## config.mk

```make
export PLATFORM = sky130hd
export DESIGN_NAME = mirror_request_dispatcher
export DESIGN_NICKNAME = d
export VERILOG_FILES = /design/src/design/mrd_pkg.sv /design/src/design/mirror_request_dispatcher.sv /design/src/design/mrd_front.sv /design/src/design/mrd_queue.sv /design/src/design/mrd_back.sv
export SDC_FILE = /design/constraint.sdc
export NUM_CORES = 1
export LEC_CHECK = 0
export BUFFER_PORTS_ARGS = -buffer_cell sky130_fd_sc_hd__clkbuf_2
export CORE_MARGIN = 5
export CORE_UTILIZATION = 45
export CTS_CLUSTER_DIAMETER = 30
export CTS_CLUSTER_SIZE = 16
export DETAILED_ROUTE_END_ITERATION = 6
export PLACE_DENSITY = 0.64
export SYNTH_ARGS = -nofsm -noshare
export SYNTH_HDL_FRONTEND = slang
export SYNTH_SLANG_ARGS = --single-unit
```

## constraint.sdc

```tcl
create_clock -name clock -period 5.7 [get_ports clock]
set_input_delay 0.855 -clock clock [delete_from_list [all_inputs] [get_ports clock]]
set_output_delay 0.855 -clock clock [all_outputs]
set_load 0.01 [all_outputs]
```

## src/design/mrd_pkg.sv

```systemverilog
// Shared types, codes and constants for the mirror request dispatcher.
`timescale 1ns / 1ps
`default_nettype none

package mrd_pkg;

   localparam int MAX_DISKS_DEFAULT   = 8;
   localparam int MAX_PENDING_DEFAULT = 63;
   localparam int QUEUE_DEPTH         = 2;

   localparam int TYPE_W   = 3;
   localparam int DISK_W   = 16;
   localparam int REQID_W  = 32;
   localparam int SRCID_W  = 8;
   localparam int STATUS_W = 3;
   localparam int MASK_W   = 8;
   localparam int SLOTO_W  = 3;

   localparam logic [TYPE_W-1:0] REQ_ATTACH     = 3'd0;
   localparam logic [TYPE_W-1:0] REQ_READ       = 3'd1;
   localparam logic [TYPE_W-1:0] REQ_WRITE      = 3'd2;
   localparam logic [TYPE_W-1:0] REQ_READ_DONE  = 3'd3;
   localparam logic [TYPE_W-1:0] REQ_WRITE_DONE = 3'd4;
   localparam logic [TYPE_W-1:0] REQ_MARK_READY = 3'd5;
   localparam logic [TYPE_W-1:0] REQ_DETACH     = 3'd6;

   typedef enum logic [STATUS_W-1:0] {
      ST_OK         = 3'd0,
      ST_NO_READY   = 3'd1,
      ST_QUEUE_FULL = 3'd2,
      ST_TABLE_FULL = 3'd3,
      ST_UNKNOWN    = 3'd4
   } status_type;

   typedef enum logic [2:0] {
      OP_ATTACH,
      OP_READ,
      OP_WRITE,
      OP_READ_DONE,
      OP_WRITE_DONE,
      OP_MARK_READY,
      OP_DETACH,
      OP_OTHER
   } op_type;

   typedef struct packed {
      op_type               op;
      logic [DISK_W-1:0]    disk_id;
      logic [REQID_W-1:0]   transfer_id;
      logic [SRCID_W-1:0]   requester_id;
   } cmd_type;

   function automatic logic [SLOTO_W-1:0] slot_to_port(input logic [31:0] slot);
      return slot[SLOTO_W-1:0];
   endfunction

   function automatic logic [MASK_W-1:0] mask_to_port(input logic [31:0] mask);
      return mask[MASK_W-1:0];
   endfunction

endpackage

`default_nettype wire

```

## src/design/mirror_request_dispatcher.sv

```systemverilog
// Top level of the mirror request dispatcher.
// The dispatcher keeps a table of attached mirror disks and steers each request: a write goes
// to every ready disk, a read to the ready disk with the fewest pending requests, and a detach
// redistributes the detached disk's pending reads before its final result. Requests pass
// through a two-entry queue to the execution unit, whose table lookups and least-loaded
// compare tree are registered before each update; a detach takes an evaluate and a move
// step for each pending read that it moves. Results leave through an output register, and new
// requests are queued while a result waits to be taken.
`timescale 1ns / 1ps
`default_nettype none

module mirror_request_dispatcher #(
   parameter int MAX_DISKS   = mrd_pkg::MAX_DISKS_DEFAULT,
   parameter int MAX_PENDING = mrd_pkg::MAX_PENDING_DEFAULT
) (
   input  wire logic                          clock,
   input  wire logic                          reset,
   input  wire logic                          req_valid,
   output logic                               req_ready,
   input  wire logic [mrd_pkg::TYPE_W-1:0]    req_type,
   input  wire logic [mrd_pkg::DISK_W-1:0]    req_disk_id,
   input  wire logic [mrd_pkg::REQID_W-1:0]   req_transfer_id,
   input  wire logic [mrd_pkg::SRCID_W-1:0]   req_requester_id,
   output logic                               rsp_valid,
   input  wire logic                          rsp_ready,
   output logic [mrd_pkg::STATUS_W-1:0]       rsp_status,
   output logic [mrd_pkg::MASK_W-1:0]         rsp_target_mask,
   output logic [mrd_pkg::SLOTO_W-1:0]        rsp_target_slot,
   output logic [mrd_pkg::REQID_W-1:0]        rsp_echo_request,
   output logic [mrd_pkg::SRCID_W-1:0]        rsp_echo_requester,
   output logic                               rsp_is_move,
   output logic                               rsp_last
);

   logic             push_valid, push_ready;
   mrd_pkg::cmd_type push_cmd;
   logic             pop_valid, pop_ready;
   mrd_pkg::cmd_type pop_cmd;

   mrd_front u_front (
      .clock            (clock),
      .reset            (reset),
      .req_valid        (req_valid),
      .req_ready        (req_ready),
      .req_type         (req_type),
      .req_disk_id      (req_disk_id),
      .req_transfer_id  (req_transfer_id),
      .req_requester_id (req_requester_id),
      .push_valid       (push_valid),
      .push_ready       (push_ready),
      .push_cmd         (push_cmd)
   );

   mrd_queue u_queue (
      .clock      (clock),
      .reset      (reset),
      .push_valid (push_valid),
      .push_ready (push_ready),
      .push_cmd   (push_cmd),
      .pop_valid  (pop_valid),
      .pop_ready  (pop_ready),
      .pop_cmd    (pop_cmd)
   );

   mrd_back #(
      .MAX_DISKS   (MAX_DISKS),
      .MAX_PENDING (MAX_PENDING)
   ) u_back (
      .clock              (clock),
      .reset              (reset),
      .cmd_valid          (pop_valid),
      .cmd_pop            (pop_ready),
      .cmd                (pop_cmd),
      .rsp_valid          (rsp_valid),
      .rsp_ready          (rsp_ready),
      .rsp_status         (rsp_status),
      .rsp_target_mask    (rsp_target_mask),
      .rsp_target_slot    (rsp_target_slot),
      .rsp_echo_request   (rsp_echo_request),
      .rsp_echo_requester (rsp_echo_requester),
      .rsp_is_move        (rsp_is_move),
      .rsp_last           (rsp_last)
   );

endmodule

`default_nettype wire

```

## src/design/mrd_front.sv

```systemverilog
// Front end: accepts requests and classifies them into queued commands.
`timescale 1ns / 1ps
`default_nettype none

module mrd_front (
   input  wire logic                         clock,
   input  wire logic                         reset,
   input  wire logic                         req_valid,
   output logic                              req_ready,
   input  wire logic [mrd_pkg::TYPE_W-1:0]   req_type,
   input  wire logic [mrd_pkg::DISK_W-1:0]   req_disk_id,
   input  wire logic [mrd_pkg::REQID_W-1:0]  req_transfer_id,
   input  wire logic [mrd_pkg::SRCID_W-1:0]  req_requester_id,
   output logic                              push_valid,
   input  wire logic                         push_ready,
   output mrd_pkg::cmd_type                  push_cmd
);

   mrd_pkg::op_type op;
   logic            seen_ff;
   logic            seen_in;

   always_comb begin
      case (req_type)
         mrd_pkg::REQ_ATTACH:     op = mrd_pkg::OP_ATTACH;
         mrd_pkg::REQ_READ:       op = mrd_pkg::OP_READ;
         mrd_pkg::REQ_WRITE:      op = mrd_pkg::OP_WRITE;
         mrd_pkg::REQ_READ_DONE:  op = mrd_pkg::OP_READ_DONE;
         mrd_pkg::REQ_WRITE_DONE: op = mrd_pkg::OP_WRITE_DONE;
         mrd_pkg::REQ_MARK_READY: op = mrd_pkg::OP_MARK_READY;
         mrd_pkg::REQ_DETACH:     op = mrd_pkg::OP_DETACH;
         default:                 op = mrd_pkg::OP_OTHER;
      endcase
   end

   // Requests are held off out of reset until the seen register has been set.
   assign seen_in    = 1'b1;
   assign req_ready  = push_ready && seen_ff;
   assign push_valid = req_valid && seen_ff;

   always_comb begin
      push_cmd.op           = op;
      push_cmd.disk_id      = req_disk_id;
      push_cmd.transfer_id  = req_transfer_id;
      push_cmd.requester_id = req_requester_id;
   end

   always_ff @(posedge clock) begin
      if (reset) begin
         seen_ff <= 1'b0;
      end else begin
         seen_ff <= seen_in;
      end
   end

endmodule

`default_nettype wire

```

## src/design/mrd_queue.sv

```systemverilog
// Short command queue between the front end and the execution unit.
`timescale 1ns / 1ps
`default_nettype none

module mrd_queue (
   input  wire logic              clock,
   input  wire logic              reset,
   input  wire logic              push_valid,
   output logic                   push_ready,
   input  wire mrd_pkg::cmd_type  push_cmd,
   output logic                   pop_valid,
   input  wire logic              pop_ready,
   output mrd_pkg::cmd_type       pop_cmd
);

   localparam int PTR_W = (mrd_pkg::QUEUE_DEPTH > 1) ? $clog2(mrd_pkg::QUEUE_DEPTH) : 1;
   localparam int CNT_W = $clog2(mrd_pkg::QUEUE_DEPTH + 1);

   mrd_pkg::cmd_type entry_ff [mrd_pkg::QUEUE_DEPTH];
   logic [PTR_W-1:0] wr_ptr_ff, wr_ptr_in;
   logic [PTR_W-1:0] rd_ptr_ff, rd_ptr_in;
   logic [CNT_W-1:0] count_ff, count_in;
   logic             do_push, do_pop;

   assign push_ready = (count_ff != CNT_W'(mrd_pkg::QUEUE_DEPTH));
   assign pop_valid  = (count_ff != '0);
   assign pop_cmd    = entry_ff[rd_ptr_ff];
   assign do_push    = push_valid && push_ready;
   assign do_pop     = pop_valid && pop_ready;

   always_comb begin
      wr_ptr_in = wr_ptr_ff;
      rd_ptr_in = rd_ptr_ff;
      count_in  = count_ff;
      if (do_push) begin
         wr_ptr_in = (wr_ptr_ff == PTR_W'(mrd_pkg::QUEUE_DEPTH - 1)) ? '0 : wr_ptr_ff + 1'b1;
      end
      if (do_pop) begin
         rd_ptr_in = (rd_ptr_ff == PTR_W'(mrd_pkg::QUEUE_DEPTH - 1)) ? '0 : rd_ptr_ff + 1'b1;
      end
      if (do_push && !do_pop) begin
         count_in = count_ff + 1'b1;
      end else if (do_pop && !do_push) begin
         count_in = count_ff - 1'b1;
      end
   end

   always_ff @(posedge clock) begin
      if (do_push) begin
         entry_ff[wr_ptr_ff] <= push_cmd;
      end
      if (reset) begin
         wr_ptr_ff <= '0;
         rd_ptr_ff <= '0;
         count_ff  <= '0;
      end else begin
         wr_ptr_ff <= wr_ptr_in;
         rd_ptr_ff <= rd_ptr_in;
         count_ff  <= count_in;
      end
   end

endmodule

`default_nettype wire

```

## src/design/mrd_back.sv

```systemverilog
// Execution unit: disk table, least-loaded selection and result register.
`timescale 1ns / 1ps
`default_nettype none

module mrd_back #(
   parameter int MAX_DISKS   = mrd_pkg::MAX_DISKS_DEFAULT,
   parameter int MAX_PENDING = mrd_pkg::MAX_PENDING_DEFAULT
) (
   input  wire logic                          clock,
   input  wire logic                          reset,
   input  wire logic                          cmd_valid,
   output logic                               cmd_pop,
   input  wire mrd_pkg::cmd_type              cmd,
   output logic                               rsp_valid,
   input  wire logic                          rsp_ready,
   output logic [mrd_pkg::STATUS_W-1:0]       rsp_status,
   output logic [mrd_pkg::MASK_W-1:0]         rsp_target_mask,
   output logic [mrd_pkg::SLOTO_W-1:0]        rsp_target_slot,
   output logic [mrd_pkg::REQID_W-1:0]        rsp_echo_request,
   output logic [mrd_pkg::SRCID_W-1:0]        rsp_echo_requester,
   output logic                               rsp_is_move,
   output logic                               rsp_last
);

   localparam int SLOT_W = $clog2(MAX_DISKS);
   localparam int CNT_W  = $clog2(MAX_PENDING + 1);
   localparam int LOAD_W = CNT_W + 1;
   localparam int NP     = 1 << SLOT_W;

   typedef enum logic [2:0] {
      S_IDLE,
      S_EVAL,
      S_APPLY,
      S_MOVE,
      S_FINAL
   } state_type;

   // Disk table.
   logic [MAX_DISKS-1:0] used_ff, used_in;
   logic [MAX_DISKS-1:0] ready_ff, ready_in;
   logic [mrd_pkg::DISK_W-1:0] disk_ff [MAX_DISKS];
   logic [mrd_pkg::DISK_W-1:0] disk_in [MAX_DISKS];
   logic [CNT_W-1:0] rd_ff [MAX_DISKS];
   logic [CNT_W-1:0] rd_in [MAX_DISKS];
   logic [CNT_W-1:0] wr_ff [MAX_DISKS];
   logic [CNT_W-1:0] wr_in [MAX_DISKS];

   // Sequencer.
   state_type        state_ff, state_in;
   mrd_pkg::cmd_type cmd_ff, cmd_in;
   logic             moving_ff, moving_in;
   logic [CNT_W-1:0] moves_ff, moves_in;
   logic [SLOT_W-1:0] det_slot_ff, det_slot_in;

   // Registered table evaluation.
   logic [SLOT_W-1:0]    hit_slot_in, hit_slot_ff;
   logic                 hit_found_in, hit_found_ff;
   logic [SLOT_W-1:0]    free_slot_in, free_slot_ff;
   logic                 free_found_in, free_found_ff;
   logic                 empty_in, empty_ff;
   logic [MAX_DISKS-1:0] rdy_mask_in, rdy_mask_ff;
   logic                 wfull_in, wfull_ff;
   logic [SLOT_W-1:0]    best_slot_ff;
   logic                 best_found_ff;

   // Least-loaded compare tree.
   logic [LOAD_W-1:0] tl [SLOT_W+1][NP];
   logic [SLOT_W-1:0] ti [SLOT_W+1][NP];
   logic              tv [SLOT_W+1][NP];

   // Result register.
   logic                         rsp_valid_ff, rsp_valid_in;
   logic [mrd_pkg::STATUS_W-1:0] status_ff, status_in;
   logic [mrd_pkg::MASK_W-1:0]   mask_ff, mask_in;
   logic [mrd_pkg::SLOTO_W-1:0]  slot_ff, slot_in;
   logic [mrd_pkg::REQID_W-1:0]  echo_req_ff, echo_req_in;
   logic [mrd_pkg::SRCID_W-1:0]  echo_src_ff, echo_src_in;
   logic                         move_ff, move_in;
   logic                         last_ff, last_in;

   logic out_free;
   logic advance;

   assign out_free = !rsp_valid_ff || rsp_ready;

   always_comb begin
      hit_slot_in   = '0;
      hit_found_in  = 1'b0;
      free_slot_in  = '0;
      free_found_in = 1'b0;
      wfull_in      = 1'b0;
      for (int i = MAX_DISKS - 1; i >= 0; i--) begin
         if (used_ff[i] && (disk_ff[i] == cmd_ff.disk_id)) begin
            hit_found_in = 1'b1;
            hit_slot_in  = SLOT_W'(i);
         end
         if (!used_ff[i]) begin
            free_found_in = 1'b1;
            free_slot_in  = SLOT_W'(i);
         end
      end
      rdy_mask_in = used_ff & ready_ff;
      empty_in    = (used_ff == '0);
      for (int i = 0; i < MAX_DISKS; i++) begin
         if (rdy_mask_in[i] && (wr_ff[i] >= CNT_W'(MAX_PENDING))) begin
            wfull_in = 1'b1;
         end
      end
   end

   always_comb begin
      logic take_b;
      for (int l = 0; l <= SLOT_W; l++) begin
         for (int n = 0; n < NP; n++) begin
            tl[l][n] = '0;
            ti[l][n] = '0;
            tv[l][n] = 1'b0;
         end
      end
      for (int n = 0; n < MAX_DISKS; n++) begin
         tv[0][n] = used_ff[n] && ready_ff[n];
         tl[0][n] = LOAD_W'(rd_ff[n]) + LOAD_W'(wr_ff[n]);
         ti[0][n] = SLOT_W'(n);
      end
      for (int l = 0; l < SLOT_W; l++) begin
         for (int n = 0; n < (NP >> (l + 1)); n++) begin
            take_b = tv[l][2*n+1] && (!tv[l][2*n] || (tl[l][2*n+1] < tl[l][2*n]));
            tv[l+1][n] = take_b ? tv[l][2*n+1] : tv[l][2*n];
            tl[l+1][n] = take_b ? tl[l][2*n+1] : tl[l][2*n];
            ti[l+1][n] = take_b ? ti[l][2*n+1] : ti[l][2*n];
         end
      end
   end

   always_comb begin
      state_in    = state_ff;
      cmd_in      = cmd_ff;
      moving_in   = moving_ff;
      moves_in    = moves_ff;
      det_slot_in = det_slot_ff;
      used_in     = used_ff;
      ready_in    = ready_ff;
      disk_in     = disk_ff;
      rd_in       = rd_ff;
      wr_in       = wr_ff;
      cmd_pop     = 1'b0;
      advance     = 1'b0;

      rsp_valid_in = rsp_valid_ff && !rsp_ready;
      status_in    = status_ff;
      mask_in      = mask_ff;
      slot_in      = slot_ff;
      echo_req_in  = echo_req_ff;
      echo_src_in  = echo_src_ff;
      move_in      = move_ff;
      last_in      = last_ff;

      case (state_ff)
         S_IDLE: begin
            advance = 1'b1;
         end
         S_EVAL: begin
            state_in = moving_ff ? S_MOVE : S_APPLY;
         end
         S_APPLY: begin
            if (out_free) begin
               advance      = 1'b1;
               rsp_valid_in = 1'b1;
               status_in    = mrd_pkg::ST_OK;
               mask_in      = '0;
               slot_in      = '0;
               echo_req_in  = cmd_ff.transfer_id;
               echo_src_in  = cmd_ff.requester_id;
               move_in      = 1'b0;
               last_in      = 1'b1;
               case (cmd_ff.op)
                  mrd_pkg::OP_ATTACH: begin
                     if (free_found_ff) begin
                        used_in[free_slot_ff]  = 1'b1;
                        ready_in[free_slot_ff] = empty_ff;
                        disk_in[free_slot_ff]  = cmd_ff.disk_id;
                        rd_in[free_slot_ff]    = '0;
                        wr_in[free_slot_ff]    = '0;
                        mask_in = mrd_pkg::mask_to_port(32'(1) << free_slot_ff);
                        slot_in = mrd_pkg::slot_to_port(32'(free_slot_ff));
                     end else begin
                        status_in = mrd_pkg::ST_TABLE_FULL;
                     end
                  end
                  mrd_pkg::OP_READ: begin
                     if (!best_found_ff) begin
                        status_in = mrd_pkg::ST_NO_READY;
                     end else if (rd_ff[best_slot_ff] >= CNT_W'(MAX_PENDING)) begin
                        status_in = mrd_pkg::ST_QUEUE_FULL;
                        slot_in   = mrd_pkg::slot_to_port(32'(best_slot_ff));
                     end else begin
                        rd_in[best_slot_ff] = rd_ff[best_slot_ff] + 1'b1;
                        mask_in = mrd_pkg::mask_to_port(32'(1) << best_slot_ff);
                        slot_in = mrd_pkg::slot_to_port(32'(best_slot_ff));
                     end
                  end
                  mrd_pkg::OP_WRITE: begin
                     if (rdy_mask_ff == '0) begin
                        status_in = mrd_pkg::ST_NO_READY;
                     end else if (wfull_ff) begin
                        status_in = mrd_pkg::ST_QUEUE_FULL;
                     end else begin
                        for (int i = 0; i < MAX_DISKS; i++) begin
                           if (rdy_mask_ff[i]) begin
                              wr_in[i] = wr_ff[i] + 1'b1;
                           end
                        end
                        mask_in = mrd_pkg::mask_to_port(32'(rdy_mask_ff));
                     end
                  end
                  mrd_pkg::OP_READ_DONE, mrd_pkg::OP_WRITE_DONE,
                  mrd_pkg::OP_MARK_READY: begin
                     if (!hit_found_ff) begin
                        status_in = mrd_pkg::ST_UNKNOWN;
                     end else begin
                        slot_in = mrd_pkg::slot_to_port(32'(hit_slot_ff));
                        if (cmd_ff.op == mrd_pkg::OP_READ_DONE) begin
                           if (rd_ff[hit_slot_ff] != '0) begin
                              rd_in[hit_slot_ff] = rd_ff[hit_slot_ff] - 1'b1;
                           end
                        end else if (cmd_ff.op == mrd_pkg::OP_WRITE_DONE) begin
                           if (wr_ff[hit_slot_ff] != '0) begin
                              wr_in[hit_slot_ff] = wr_ff[hit_slot_ff] - 1'b1;
                           end
                        end else begin
                           ready_in[hit_slot_ff] = 1'b1;
                        end
                     end
                  end
                  mrd_pkg::OP_DETACH: begin
                     if (!hit_found_ff) begin
                        status_in = mrd_pkg::ST_UNKNOWN;
                     end else begin
                        advance               = 1'b0;
                        rsp_valid_in          = rsp_valid_ff && !rsp_ready;
                        status_in             = status_ff;
                        mask_in               = mask_ff;
                        slot_in               = slot_ff;
                        echo_req_in           = echo_req_ff;
                        echo_src_in           = echo_src_ff;
                        move_in               = move_ff;
                        last_in               = last_ff;
                        used_in[hit_slot_ff]  = 1'b0;
                        ready_in[hit_slot_ff] = 1'b0;
                        rd_in[hit_slot_ff]    = '0;
                        wr_in[hit_slot_ff]    = '0;
                        moves_in              = rd_ff[hit_slot_ff];
                        det_slot_in           = hit_slot_ff;
                        if (rd_ff[hit_slot_ff] != '0) begin
                           moving_in = 1'b1;
                           state_in  = S_EVAL;
                        end else begin
                           state_in  = S_FINAL;
                        end
                     end
                  end
                  default: begin
                  end
               endcase
            end
         end
         S_MOVE: begin
            if (out_free) begin
               rsp_valid_in = 1'b1;
               status_in    = mrd_pkg::ST_OK;
               mask_in      = '0;
               slot_in      = '0;
               echo_req_in  = '0;
               echo_src_in  = '0;
               move_in      = 1'b1;
               last_in      = 1'b0;
               if (!best_found_ff) begin
                  status_in = mrd_pkg::ST_NO_READY;
               end else if (rd_ff[best_slot_ff] >= CNT_W'(MAX_PENDING)) begin
                  status_in = mrd_pkg::ST_QUEUE_FULL;
                  slot_in   = mrd_pkg::slot_to_port(32'(best_slot_ff));
               end else begin
                  rd_in[best_slot_ff] = rd_ff[best_slot_ff] + 1'b1;
                  mask_in = mrd_pkg::mask_to_port(32'(1) << best_slot_ff);
                  slot_in = mrd_pkg::slot_to_port(32'(best_slot_ff));
               end
               moves_in = moves_ff - 1'b1;
               if (moves_ff == CNT_W'(1)) begin
                  moving_in = 1'b0;
                  state_in  = S_FINAL;
               end else begin
                  state_in  = S_EVAL;
               end
            end
         end
         S_FINAL: begin
            if (out_free) begin
               advance      = 1'b1;
               rsp_valid_in = 1'b1;
               status_in    = mrd_pkg::ST_OK;
               mask_in      = '0;
               slot_in      = mrd_pkg::slot_to_port(32'(det_slot_ff));
               echo_req_in  = cmd_ff.transfer_id;
               echo_src_in  = cmd_ff.requester_id;
               move_in      = 1'b0;
               last_in      = 1'b1;
            end
         end
         default: begin
            state_in = S_IDLE;
         end
      endcase

      if (advance) begin
         if (cmd_valid) begin
            cmd_pop  = 1'b1;
            cmd_in   = cmd;
            state_in = S_EVAL;
         end else begin
            state_in = S_IDLE;
         end
      end
   end

   always_ff @(posedge clock) begin
      cmd_ff        <= cmd_in;
      moves_ff      <= moves_in;
      det_slot_ff   <= det_slot_in;
      hit_slot_ff   <= hit_slot_in;
      hit_found_ff  <= hit_found_in;
      free_slot_ff  <= free_slot_in;
      free_found_ff <= free_found_in;
      empty_ff      <= empty_in;
      rdy_mask_ff   <= rdy_mask_in;
      wfull_ff      <= wfull_in;
      best_slot_ff  <= ti[SLOT_W][0];
      best_found_ff <= tv[SLOT_W][0];
      status_ff     <= status_in;
      mask_ff       <= mask_in;
      slot_ff       <= slot_in;
      echo_req_ff   <= echo_req_in;
      echo_src_ff   <= echo_src_in;
      move_ff       <= move_in;
      last_ff       <= last_in;
      if (reset) begin
         state_ff     <= S_IDLE;
         moving_ff    <= 1'b0;
         rsp_valid_ff <= 1'b0;
      end else begin
         state_ff     <= state_in;
         moving_ff    <= moving_in;
         rsp_valid_ff <= rsp_valid_in;
      end
   end

   always_ff @(posedge clock) begin
      disk_ff <= disk_in;
      if (reset) begin
         used_ff  <= '0;
         ready_ff <= '0;
         for (int i = 0; i < MAX_DISKS; i++) begin
            rd_ff[i] <= '0;
            wr_ff[i] <= '0;
         end
      end else begin
         used_ff  <= used_in;
         ready_ff <= ready_in;
         rd_ff    <= rd_in;
         wr_ff    <= wr_in;
      end
   end

   assign rsp_valid          = rsp_valid_ff;
   assign rsp_status         = status_ff;
   assign rsp_target_mask    = mask_ff;
   assign rsp_target_slot    = slot_ff;
   assign rsp_echo_request   = echo_req_ff;
   assign rsp_echo_requester = echo_src_ff;
   assign rsp_is_move        = move_ff;
   assign rsp_last           = last_ff;

endmodule

`default_nettype wire

```

==> reports/metrics.yaml <==
run_status: "finished, violations left"
violations: "negative setup slack"
maxSlewHeadroom: 0.127
p_int_uw: 9730
p_comb_frac: 0.185
die_y_um: 257
portBuffers: 120
finClkSkew_ps: 50.8
final-max-slew-violation-count: 0
clockRootBuffer: "clkbuf_16"
fillCellCount: 4952
hp-class: "input port to flip-flop"
cp-end-kind: "flip-flop"
syn_to_final_growth_pct: 26.6
drive_gt1_frac: 0.284
place_congestion: 1.05
clock_latency_ps: 660
p_switching_uw: 4050
first_pass_iters: 6
std_cell_rows: 90
clock.fmax_mhz: 168
drtIter0Drc: 2579
cts_tree: "built"
cts.htree.levels: 3
final_hold_viol_count: 0
synth_top_area_cell: "edfxtp_1"
ant_nets: 0
syn-num-nets: 2677
seqPwrFrac: 0.356
avgSynthCellArea_um2: 11.0
pin_count: 121
maxCapViolations: 0
antenna_found_initial: 5
critPathMaxStageDelay_ps: 400
power_density_nw_per_um2: 396
routed_via_density: 6.08
cpMostUsedCell: "a21oi_1"
tns_ps: -523
core_um2: 60500
die_x_um: 257
synth_top_area_share: 0.404
avgRoutedWirePerCell_um: 25.3
grt_max_degree: 61
grt_pass1_wl_um: 137000
synth_flop_cell: "edfxtp_1"
route.detailed.drc: 0
cp.arrival_ps: 6440
ys_async_sr_fraction: 0
setup_viol: 3
synth_cell_types: 101
p_clk_frac: 0.460
fin_cells: 3710
p_total_uw: 13800
synth_most_common_cell: "edfxtp_1"
final_nets: 3014
grt-ovfl-total: 0
critPathLaunchType: "flip-flop"
clk_pin_slew_worst_paths_ps: 50
holdPathStages: 1
ys_ff_latch: 514
crit_required_ps: 6200
worst_slew_pin_slew_ps: 1310
hold_ws_ps: 373
vias: 22600
power_leakage_uw: 0.0131
start_util: 0.455
worstPathMaxFanout: 7
synth_area_leaders: "edfxtp_1 (40%), dfxtp_1 (10%), ha_1 (4.7%)"
setup_slack_ps: -240
clockBufferDepth: 3
grt_pass1_vias: 21900
clock-sinks: 514
synth_common_cells: "edfxtp_1 (370), nand2_1 (197), nor2_1 (186)"
path_class: "flip-flop to flip-flop"
multi_input_area_um2: 13300
postCtsHoldBufs: 0
slowest_stage: "dfxtp_1"
seq_area_frac_synth: 0.509
reg2reg_depth: 31
dieArea_um2: 66200
synth_warnings: 0
finalCritPeriodShare: 1.04
final_core_util: 0.576
cts_buffers: 104
dp_cells: 3468
fin_crit_ps: 5940
hpwl_um: 66900
synth-edff-count: 370
synthCells: 2502
grt_usage: 0.270
ir_drop_mv: 0.336
wirelength_um: 93700
rsz0062_at_grt: "true"
syn-cell-area_um2: 27500
p_sw_frac: 0.294
ff_latch_area_um2: 14000
[metrics by stage]
stage,instance area [um^2],setup WS [ps]
final,34800,-240
after global routing,34800,-384
after CTS,34100,15.1
after detailed placement,29900,-345
after global placement,29900,-163
after floorplan,27500,6.96
[state kept, by name, indices dropped and copies added (netlist names), 2 cells and up]
signal and count:
u_back.moves_ff 6, u_back.free_slot_ff 3, u_back.used_ff 8, u_back.best_slot_ff 3, u_back.hit_slot_ff 3, u_back.wr_ff 48, u_queue.entry_ff 118, u_back.rsp_status 3
u_back.disk_ff 128, u_back.rdy_mask_ff 8, u_queue.count_ff 2, u_back.cmd_ff 59, u_back.rd_ff 48, u_back.rsp_echo_request 32, u_back.det_slot_ff 3, u_back.rsp_target_slot 3
u_back.ready_ff 8, u_back.state_ff 3, u_back.rsp_echo_requester 8, u_back.rsp_target_mask 8
[layout by cell type (no fill, tap or decap), types with 23 or more instances in the layout]
| cell type | n |
|---|---|
| a211oi_1 | 26 |
| a21o_1 | 27 |
| a21oi_1 | 146 |
| a21oi_2 | 30 |
| a22oi_1 | 56 |
| and2_1 | 51 |
| buf_4 | 235 |
| clkbuf_16 | 105 |
| clkbuf_2 | 119 |
| dfxtp_1 | 120 |
| dfxtp_2 | 23 |
| edfxtp_1 | 370 |
| ha_1 | 77 |
| inv_1 | 73 |
| mux2_2 | 63 |
| mux2i_1 | 27 |
| nand2_1 | 197 |
| nand3_1 | 45 |
| nand4_1 | 43 |
| nor2_1 | 173 |
| o21ai_0 | 103 |
| o22ai_1 | 62 |
| xnor2_1 | 135 |
| xor2_1 | 35 |
[cell type report]
| cell class | instances | area share |
|---|---|---|
| tap | 782 | 0.0281 |
| clock buffer | 123 | 0.0794 |
| clock inverter | 70 | 0.0280 |
| timing repair buffer | 361 | 0.0701 |
| sequential | 514 | 0.403 |
| inverter | 80 | 0.00870 |
| multi-input combinational | 1778 | 0.383 |
| antenna | 2 | 0.000144 |
[per-layer routing]
metal  vias up  share of wire  GRT usage
li1      10100              -          -
met1     11000           0.39      0.349
met2      1169           0.44      0.411
met3       300          0.092     0.0683
met4         6          0.075      0.164
met5         -        0.00049          0
[power groups by stage]
| stage | combinational (uW) | clock, uW | sequential, uW |
|---|---|---|---|
| global placement | 2420 | 0 | 4960 |
| floorplan | 1730 | 0 | 4830 |
| detailed placement | 2460 | 0 | 4980 |
| CTS | 2490 | 6400 | 4920 |
| finish | 2540 | 6340 | 4910 |
| global route | 2740 | 6620 | 4950 |
[critical path, delay by kind of cell (launching register included)]
kind | cells | cell delay (ps)
AO/OA/AOI/OAI | 15 | 2520
XOR/XNOR | 1 | 180
adder cells (fa/ha/maj) | 4 | 1080
buffers and inverters | 5 | 780
flip-flops | 1 | 400
multiplexers | 1 | 320
AND/OR/NAND/NOR | 5 | 490
[worst paths after layout]
kind / startpoint / to / slack (ps)
setup / recovery: u_back.rd_ff[25] / u_back.best_slot_ff[1] / -240
hold / removal: req_disk_id[6] / u_queue.entry_ff[1][46] / 370
setup reg to reg: u_back.rd_ff[25] / u_back.best_slot_ff[1] / -240
hold reg to reg: u_back.ready_ff[0] / u_back.ready_ff[0] / 500
[timing repair]
item                       in CTS  in global routing
buffers inserted               31                 18
pin swaps                      27                 81
resized for setup              56                121
setup endpoints to repair       3                  3
gates cloned                    0                  0
[logic make-up (layout without fill, tap and decap cells)]
family / Yosys count / count (layout) / share of synthesized area
other: 0 / 2 / 0
AOI/OAI and AO/OA: 659 / 659 / 0.161
and+or+nand+nor: 697 / 697 / 0.126
muxes: 129 / 129 / 0.0587
xor gates and xnor gates: 181 / 181 / 0.0579
DFF: 514 / 514 / 0.509
buffers and inverters: 210 / 634 / 0.0351
adders and majority gates: 112 / 112 / 0.0531
Power figures use the tool's default switching activity.
